--- src/rtl/divider_timer_with_delayed_reload_top_assert.svh ---
// ----------------------------------------------------------------------------
// Divider timer assertion macros
// Shared concurrent assertion forms, clocked on clk_i and disabled in reset.
// ----------------------------------------------------------------------------
`ifndef DIVIDER_TIMER_WITH_DELAYED_RELOAD_TOP_ASSERT_SVH
`define DIVIDER_TIMER_WITH_DELAYED_RELOAD_TOP_ASSERT_SVH

// Consequent must hold in the same cycle as the antecedent.
`define DTR_ASSERT_NOW(label, ante, cons, msg) \
  label: assert property (@(posedge clk_i) disable iff (!rst_ni) (ante) |-> (cons)) \
    else $error(msg);

// Consequent must hold in the cycle after the antecedent.
`define DTR_ASSERT_NEXT(label, ante, cons, msg) \
  label: assert property (@(posedge clk_i) disable iff (!rst_ni) (ante) |=> (cons)) \
    else $error(msg);

`endif

--- src/rtl/dtr_pkg.sv ---
// ----------------------------------------------------------------------------
// Divider timer package
// Types, codes and next-state helpers shared by the timer modules.
// ----------------------------------------------------------------------------
`timescale 1ns / 1ps
`default_nettype none

package dtr_pkg;

  // Ticks between a counter overflow and the reload from the reload value.
  localparam int unsigned RELOAD_DELAY_TICKS = 4;

  localparam logic [7:0] CTRL_READ_ONES = 8'hF8;
  localparam logic [7:0] COUNT_MAX      = 8'hFF;

  typedef enum logic [1:0] {
    OP_TICK  = 2'd0,
    OP_READ  = 2'd1,
    OP_WRITE = 2'd2
  } op_e;

  typedef enum logic [1:0] {
    REG_DIV     = 2'd0,
    REG_COUNT   = 2'd1,
    REG_RELOAD  = 2'd2,
    REG_CONTROL = 2'd3
  } reg_sel_e;

  typedef struct packed {
    logic [1:0] operation;
    logic [1:0] reg_select;
    logic [7:0] write_data;
  } in_item_t;

  typedef struct packed {
    logic [7:0] read_data;
    logic       timer_irq;
  } out_item_t;

  typedef struct packed {
    logic [15:0] div_count;
    logic [7:0]  timer_count;
    logic [7:0]  reload_value;
    logic [2:0]  control;
    logic        reload_pending;
    logic [2:0]  reload_delay;
    logic        reloading_now;
  } tmr_state_t;

  // Enabled divider bit selected by control bits 1:0.
  function automatic logic gated_input(logic [2:0] ctl, logic [15:0] div);
    logic bit_w;
    case (ctl[1:0])
      2'd1:    bit_w = div[3];
      2'd2:    bit_w = div[5];
      2'd3:    bit_w = div[7];
      default: bit_w = div[9];
    endcase
    return ctl[2] & bit_w;
  endfunction

  // One counter step; an overflow arms the delayed reload.
  function automatic tmr_state_t advance(tmr_state_t s);
    tmr_state_t r;
    r = s;
    if (!s.reload_pending) begin
      if (s.timer_count == COUNT_MAX) begin
        r.timer_count    = '0;
        r.reload_pending = 1'b1;
        r.reload_delay   = 3'(RELOAD_DELAY_TICKS);
      end else begin
        r.timer_count = s.timer_count + 8'd1;
      end
    end
    return r;
  endfunction

endpackage

`default_nettype wire

--- src/rtl/dtr_in_if.sv ---
// ----------------------------------------------------------------------------
// Divider timer input channel
// Valid/ready channel carrying one operation word.
// ----------------------------------------------------------------------------
`timescale 1ns / 1ps
`default_nettype none

interface dtr_in_if;
  logic       valid;
  logic       ready;
  logic [1:0] operation;
  logic [1:0] reg_select;
  logic [7:0] write_data;

  modport source (output valid, output operation, output reg_select,
                  output write_data, input ready);
  modport sink   (input valid, input operation, input reg_select,
                  input write_data, output ready);
endinterface

`default_nettype wire

--- src/rtl/dtr_out_if.sv ---
// ----------------------------------------------------------------------------
// Divider timer result channel
// Valid/ready channel carrying one result word.
// ----------------------------------------------------------------------------
`timescale 1ns / 1ps
`default_nettype none

interface dtr_out_if;
  logic       valid;
  logic       ready;
  logic [7:0] read_data;
  logic       timer_irq;

  modport source (output valid, output read_data, output timer_irq, input ready);
  modport sink   (input valid, input read_data, input timer_irq, output ready);
endinterface

`default_nettype wire

--- src/rtl/dtr_core.sv ---
// ----------------------------------------------------------------------------
// Divider timer core
// Holds the timer state and applies one operation word per enabled cycle.
// ----------------------------------------------------------------------------
`timescale 1ns / 1ps
`default_nettype none

module dtr_core (
  input  wire logic             clk_i,
  input  wire logic             rst_ni,
  input  wire logic             en_i,
  input  wire dtr_pkg::in_item_t item_i,
  output dtr_pkg::out_item_t    result_o
);
  import dtr_pkg::*;

  tmr_state_t st_q, st_d;
  out_item_t  res_w;

  // Next state and result for the word presented this cycle.
  always_comb begin
    st_d  = st_q;
    res_w = '0;
    case (op_e'(item_i.operation))
      OP_TICK: begin
        st_d.reloading_now = 1'b0;
        if (st_q.reload_pending) begin
          st_d.reload_delay = st_q.reload_delay - 3'd1;
          if (st_d.reload_delay == 3'd0) begin
            st_d.reloading_now  = 1'b1;
            st_d.timer_count    = st_q.reload_value;
            st_d.reload_pending = 1'b0;
            res_w.timer_irq     = 1'b1;
          end
        end
        st_d.div_count = st_q.div_count + 16'd1;
        if (gated_input(st_q.control, st_q.div_count) &&
            !gated_input(st_q.control, st_d.div_count)) begin
          st_d = advance(st_d);
        end
      end
      OP_READ: begin
        case (reg_sel_e'(item_i.reg_select))
          REG_DIV:    res_w.read_data = st_q.div_count[15:8];
          REG_COUNT:  res_w.read_data = st_q.timer_count;
          REG_RELOAD: res_w.read_data = st_q.reload_value;
          default:    res_w.read_data = {5'd0, st_q.control} | CTRL_READ_ONES;
        endcase
      end
      OP_WRITE: begin
        case (reg_sel_e'(item_i.reg_select))
          REG_DIV: begin
            st_d.div_count = '0;
            if (gated_input(st_q.control, st_q.div_count) &&
                !gated_input(st_q.control, 16'd0)) begin
              st_d = advance(st_d);
            end
          end
          REG_COUNT: begin
            // Ignored in the reload tick; otherwise cancels a pending reload.
            if (!st_q.reloading_now) begin
              st_d.reload_pending = 1'b0;
              if (st_q.reload_pending) begin
                st_d.reload_delay = '0;
              end
              st_d.timer_count = item_i.write_data;
            end
          end
          REG_RELOAD: begin
            st_d.reload_value = item_i.write_data;
            if (st_q.reloading_now) begin
              st_d.timer_count = item_i.write_data;
            end
          end
          default: begin
            st_d.control = item_i.write_data[2:0];
            if (gated_input(st_q.control, st_q.div_count) &&
                !gated_input(item_i.write_data[2:0], st_q.div_count)) begin
              st_d = advance(st_d);
            end
          end
        endcase
      end
      default: begin
        // Unused operation code: no effect, zero result.
        st_d = st_q;
      end
    endcase
  end

  // Timer state register.
  always_ff @(posedge clk_i or negedge rst_ni) begin
    if (!rst_ni) begin
      st_q <= '0;
    end else if (en_i) begin
      st_q <= st_d;
    end
  end

  assign result_o = res_w;

endmodule

`default_nettype wire

--- src/rtl/divider_timer_with_delayed_reload_top.sv ---
// ----------------------------------------------------------------------------
// Divider timer with delayed reload
// Divider, counter, reload value and control registers driven by a word stream.
// ----------------------------------------------------------------------------
// Usage:
//   in_i carries one word per handshake: a tick, a register read or a
//   register write. out_o returns exactly one result word for every input
//   word, in order: the read byte and the interrupt pulse flag.
//   A word accepted into the input register is applied to the timer state
//   once the output register is free, and at that edge its result is
//   loaded into the output register, where it is held until taken.
//   Throughput is one word per cycle while out_o.ready stays high.
//   in_i.ready stays high while the output register is empty or being
//   drained, so a result waiting to be taken still leaves room for one
//   more word in the input register.
//   While the receiver stalls, the result is held and, once the input
//   register is also full, in_i.ready drops until out_o.ready returns.
//   Reset clears the divider, counter, reload value, control and reload
//   state to zero and empties both registers.
// ----------------------------------------------------------------------------
`timescale 1ns / 1ps
`default_nettype none

`include "divider_timer_with_delayed_reload_top_assert.svh"

module divider_timer_with_delayed_reload_top (
  input  wire logic clk_i,
  input  wire logic rst_ni,
  dtr_in_if.sink    in_i,
  dtr_out_if.source out_o
);
  import dtr_pkg::*;

  logic      s1_valid_q, s1_valid_d;
  in_item_t  s1_item_q, s1_item_d;
  logic      out_valid_q, out_valid_d;
  out_item_t out_item_q, out_item_d;
  logic      out_free_w;
  logic      in_accept_w;
  logic      core_en_w;
  out_item_t core_res_w;

  // Handshake: the output register frees up when empty or being taken.
  assign out_free_w  = !out_valid_q || out_o.ready;
  assign in_i.ready  = !s1_valid_q || out_free_w;
  assign in_accept_w = in_i.valid && in_i.ready;
  assign core_en_w   = s1_valid_q && out_free_w;

  // Input register.
  always_comb begin
    s1_valid_d = s1_valid_q;
    s1_item_d  = s1_item_q;
    if (in_accept_w) begin
      s1_valid_d = 1'b1;
      s1_item_d  = '{operation:  in_i.operation,
                     reg_select: in_i.reg_select,
                     write_data: in_i.write_data};
    end else if (core_en_w) begin
      s1_valid_d = 1'b0;
    end
  end

  dtr_core u_core (
    .clk_i   (clk_i),
    .rst_ni  (rst_ni),
    .en_i    (core_en_w),
    .item_i  (s1_item_q),
    .result_o(core_res_w)
  );

  // Output register.
  always_comb begin
    out_valid_d = out_valid_q;
    out_item_d  = out_item_q;
    if (core_en_w) begin
      out_valid_d = 1'b1;
      out_item_d  = core_res_w;
    end else if (out_o.ready) begin
      out_valid_d = 1'b0;
    end
  end

  always_ff @(posedge clk_i or negedge rst_ni) begin
    if (!rst_ni) begin
      s1_valid_q  <= 1'b0;
      out_valid_q <= 1'b0;
    end else begin
      s1_valid_q  <= s1_valid_d;
      out_valid_q <= out_valid_d;
    end
  end

  always_ff @(posedge clk_i) begin
    s1_item_q  <= s1_item_d;
    out_item_q <= out_item_d;
  end

  assign out_o.valid     = out_valid_q;
  assign out_o.read_data = out_item_q.read_data;
  assign out_o.timer_irq = out_item_q.timer_irq;

  // Assertions.
  `DTR_ASSERT_NEXT(a_accept_fills_stage, in_accept_w, s1_valid_q, "accepted word lost")
  `DTR_ASSERT_NEXT(a_stalled_word_kept, s1_valid_q && !out_free_w, s1_valid_q, "held word dropped")
  `DTR_ASSERT_NOW(a_irq_only_on_tick, core_en_w && core_res_w.timer_irq, s1_item_q.operation == OP_TICK && core_res_w.read_data == 8'd0, "interrupt outside a tick")

endmodule

`default_nettype wire
--- src/flat_wrapper.sv ---
// flat-port wrapper written by rule: the top's interface ports become plain ports
module divider_timer_with_delayed_reload_top_flat import dtr_pkg::*;
  (clk_i, rst_ni, in_i_valid, in_i_operation, in_i_reg_select, in_i_write_data, in_i_ready, out_o_valid, out_o_read_data, out_o_timer_irq, out_o_ready);
  dtr_in_if in_i_i ();
  dtr_out_if out_o_i ();
  input  wire logic clk_i;
  input  wire logic rst_ni;
  input wire logic [$bits(in_i_i.valid)-1:0] in_i_valid;
  input wire logic [$bits(in_i_i.operation)-1:0] in_i_operation;
  input wire logic [$bits(in_i_i.reg_select)-1:0] in_i_reg_select;
  input wire logic [$bits(in_i_i.write_data)-1:0] in_i_write_data;
  output wire logic [$bits(in_i_i.ready)-1:0] in_i_ready;
  output wire logic [$bits(out_o_i.valid)-1:0] out_o_valid;
  output wire logic [$bits(out_o_i.read_data)-1:0] out_o_read_data;
  output wire logic [$bits(out_o_i.timer_irq)-1:0] out_o_timer_irq;
  input wire logic [$bits(out_o_i.ready)-1:0] out_o_ready;
  assign in_i_i.valid = in_i_valid;
  assign in_i_i.operation = in_i_operation;
  assign in_i_i.reg_select = in_i_reg_select;
  assign in_i_i.write_data = in_i_write_data;
  assign in_i_ready = in_i_i.ready;
  assign out_o_valid = out_o_i.valid;
  assign out_o_read_data = out_o_i.read_data;
  assign out_o_timer_irq = out_o_i.timer_irq;
  assign out_o_i.ready = out_o_ready;
  divider_timer_with_delayed_reload_top u_core (.clk_i(clk_i), .rst_ni(rst_ni), .in_i(in_i_i), .out_o(out_o_i));
endmodule
--- config.mk ---
export PLATFORM = sky130hd
export DESIGN_NAME = divider_timer_with_delayed_reload_top_flat
export DESIGN_NICKNAME = d
export VERILOG_FILES = /design/src/rtl/dtr_pkg.sv /design/src/rtl/dtr_in_if.sv /design/src/rtl/dtr_out_if.sv /design/src/rtl/dtr_core.sv /design/src/rtl/divider_timer_with_delayed_reload_top.sv /design/src/flat_wrapper.sv
export VERILOG_INCLUDE_DIRS = /design/src /design/src/rtl
export SDC_FILE = /design/constraint.sdc
export NUM_CORES = 1
export LEC_CHECK = 0
export ABC_AREA = 1
export BUFFER_PORTS_ARGS = -buffer_cell sky130_fd_sc_hd__buf_4
export CAP_MARGIN = 15
export CORE_AREA = 3 3 90 92
export DETAILED_ROUTE_END_ITERATION = 8
export DIE_AREA = 0 0 93 95
export PLACE_DENSITY = 0.76
export RECOVER_POWER = 50
export SLEW_MARGIN = 15
export SYNTH_ARGS = -nofsm -noshare
export SYNTH_HDL_FRONTEND = slang
export SYNTH_SLANG_ARGS = --single-unit
--- constraint.sdc ---
create_clock -name clk_i -period 6 [get_ports clk_i]
set_clock_uncertainty 0.1 [all_clocks]
set_input_delay 0.9 -clock clk_i [delete_from_list [all_inputs] [get_ports clk_i]]
set_output_delay 0.9 -clock clk_i [all_outputs]
set_load 0.05 [all_outputs]
==> impl_metrics.yaml <==
die:
  die_h_um: 95
  die_area_sq_um: 8840
  io_pins: 27
  die_w_um: 93
  core_area_sq_um: 7290
  start_util: 0.546
  rows: 31
critical_path:
  r2r-end: "u_core.u_core.st_q[9]"
  r2r-start: "u_core.s1_item_q[10]"
  reg2reg_slack_ns: 3.17
  cp.required_ns: 6.13
  end_kind: "flip-flop"
  start_kind: "flip-flop"
  reg2reg_depth: 6
  path_max_fanout: 14
  arrival_ns: 2.96
  worstSetupPathType: "reg -> reg"
outcome:
  violations: "capacitance limit, slew limit"
  outcome: "complete, but fails checks"
layout:
  n_fill_cell: 669
  n_antenna_cell: 0
  syn2layout_area_growth_pct: 11.0
  drive_gt1_frac: 0.165
  nets: 552
clock_network:
  holdBufCountCts: 0
  cts.sinks: 63
  root_buffer: "clkbuf_8"
  clk_latency_ns: 0.35
  clockBufferDepth: 2
  clkSlewWorstSetupHoldPaths_ns: 0.07
  cts_tree: "yes"
  h-tree-depth: 3
  cts_buffers: 9
  cts.repair.resized: 0
  post_cts_buffers: 0
logic_synthesis:
  yosys.area.top_type_share: 0.264
  netlist_area_sq_um: 3980
  synth_top_area_cell: "dfrtp_1"
  ys.warnings.count: 0
  syn_inst: 505
  avgSynthCellArea_sq_um: 7.89
  async_flop_share: 0.667
  seq_area_frac_synth: 0.422
  ys_top_cells_by_count: "nand2_1, inv_1, nor2_1, dfrtp_1, a21oi_1"
  synth_cell_types: 45
  synth_ff_type: "dfrtp_1"
  yosysMostFrequentCell: "nand2_1"
  syn_nets: 530
  ys_ff_latch: 63
  synth_area_leaders: "dfrtp_1, edfxtp_1, nand2_1"
  synth_edf_count: 21
hold_path:
  min_from: "u_core.u_core.st_q[7]"
  hp-class: "reg -> reg"
  min_to: "u_core.u_core.st_q[7]"
  worstHoldPathCells: 2
timing:
  min_period_ns: 2.83
  maxSlewHeadroom: -0.547
  slew_viol_final: 43
  whs_ns: 0.433
  max_freq_ghz: 0.353
  period_share: 0.472
  worst_pin_slew_ns: 2.32
  rsz0062_at_grt: "false"
  finalHoldViolations: 0
  setup_viol: 0
  setup_tns_ns: 0
power:
  p_per_area_nw_per_um2: 442
  cellLeakagePower_uw: 0.00197
  vdd_drop_max_mv: 0.255
drt:
  wl_per_cell_um: 15.8
  drt_iter0_drc: 249
  vias_per_cell: 5.72
  dr_total_vias: 3608
  wirelength_um: 9940
  route.detailed.drc: 0
  drtPass1Iterations: 5
  final_antenna_net_count: 0
grt:
  grt_antenna_before_repair: 0
  gr-total-overflow: 0
  use_met3: 0.0438
  grtUsageTotal: 0.239
  grt_pass1_vias: 3271
  use_met1: 0.344
  grt_busiest_layer: "met2"
  grt_pass1_wl_um: 16100
  grt_max_degree: 43
  met2_usage: 0.350
place:
  gp_congestion: 0.926
  io_buffers: 26
  hpwl_um: 7410
run:
  cap_viol_max_count: 1
## cells by family after synthesis
family	after synthesis	share of synthesized area
AO/OA/AOI/OAI	95	0.138
XOR/XNOR	8	0.0176
adder cells (fa/ha/maj)	9	0.0283
buffers and inverters	77	0.0813
flip-flops	63	0.422
multiplexers	2	0.00565
AND/OR/NAND/NOR	251	0.307
## worst max-delay path by stage
stage	cells after the start	end	slack, ns	from
after floorplan	2	in_i_ready	3.64	out_o_ready
after global placement	12	u_core.u_core.st_q[34]	3.20	out_o_ready
after detailed placement	12	u_core.u_core.st_q[34]	3.09	out_o_ready
after CTS	6	u_core.u_core.st_q[9]	3.22	u_core.s1_item_q[10]
after global routing	1	u_core.u_core.st_q[4]	2.85	rst_ni
final	6	u_core.u_core.st_q[9]	3.17	u_core.s1_item_q[10]
## where the power goes
part | internal [uW] | switching (uW) | total [uW]
clock | 230 | 171 | 402
sequential | 559 | 188 | 746
combinational | 282 | 527 | 808
total | 1070 | 885 | 1960
## placed cells by master, fill, tap and decap left out, drive strengths merged, types with 9 or more instances in the layout
| cell | count |
|---|---|
| ha | 9 |
| buf | 12 |
| edfxtp | 21 |
| nand4 | 15 |
| o21ai | 34 |
| clkbuf | 23 |
| nand2 | 130 |
| inv | 61 |
| nand3 | 30 |
| a21oi | 33 |
| dfrtp | 42 |
| nor2 | 62 |
## critical path, cell delays in order (launching register included)
cell and delay [ns]:
edfxtp_1 0.43, nor2_2 0.46, inv_1 0.37, nor2_1 0.26
inv_1 0.13, nor4_4 0.56, mux2_2 0.41
## routing by layer
metal	wire length (um)	share of wire	vias up
li1	-	-	1734
met1	4550	0.46	1686
met2	4300	0.43	157
met3	746	0.075	31
met4	344	0.035	0
met5	0	0	-
## metrics by stage
stage          cells  setup slack (ns)  cell area (sq um)  utilization  total power [uW]
2_1_floorplan    505              3.64               3980            -              1340
3_3_place_gp     615              3.20               4220        0.578              1520
3_5_place_dp     615              3.09               4220        0.578              1540
4_1_cts          631              3.22               4430        0.607              1940
5_1_grt          631              2.85               4420        0.607              2080
6_report         631              3.17               4420        0.607              1960
## final cells by class
type / instances / area (sq um) / area share
clock buffer: 9 / 124 / 0.0280
clock inverter: 7 / 87.6 / 0.0198
inverter: 62 / 236 / 0.0535
multi-input combinational: 365 / 1980 / 0.447
timing repair buffer: 26 / 191 / 0.0433
sequential: 63 / 1680 / 0.380
tap: 99 / 124 / 0.0280
## flip-flops by register name, summed over array words and instances, names as in the netlist
| signal | flops |
|---|---|
| u_core.s1_valid_q | 1 |
| u_core.out_o.valid | 1 |
| u_core.u_core.st_q | 40 |
| u_core.s1_item_q | 12 |
| u_core.out_o.timer_irq | 1 |
| u_core.out_o.read_data | 8 |
Power figures use the tool's default switching activity.
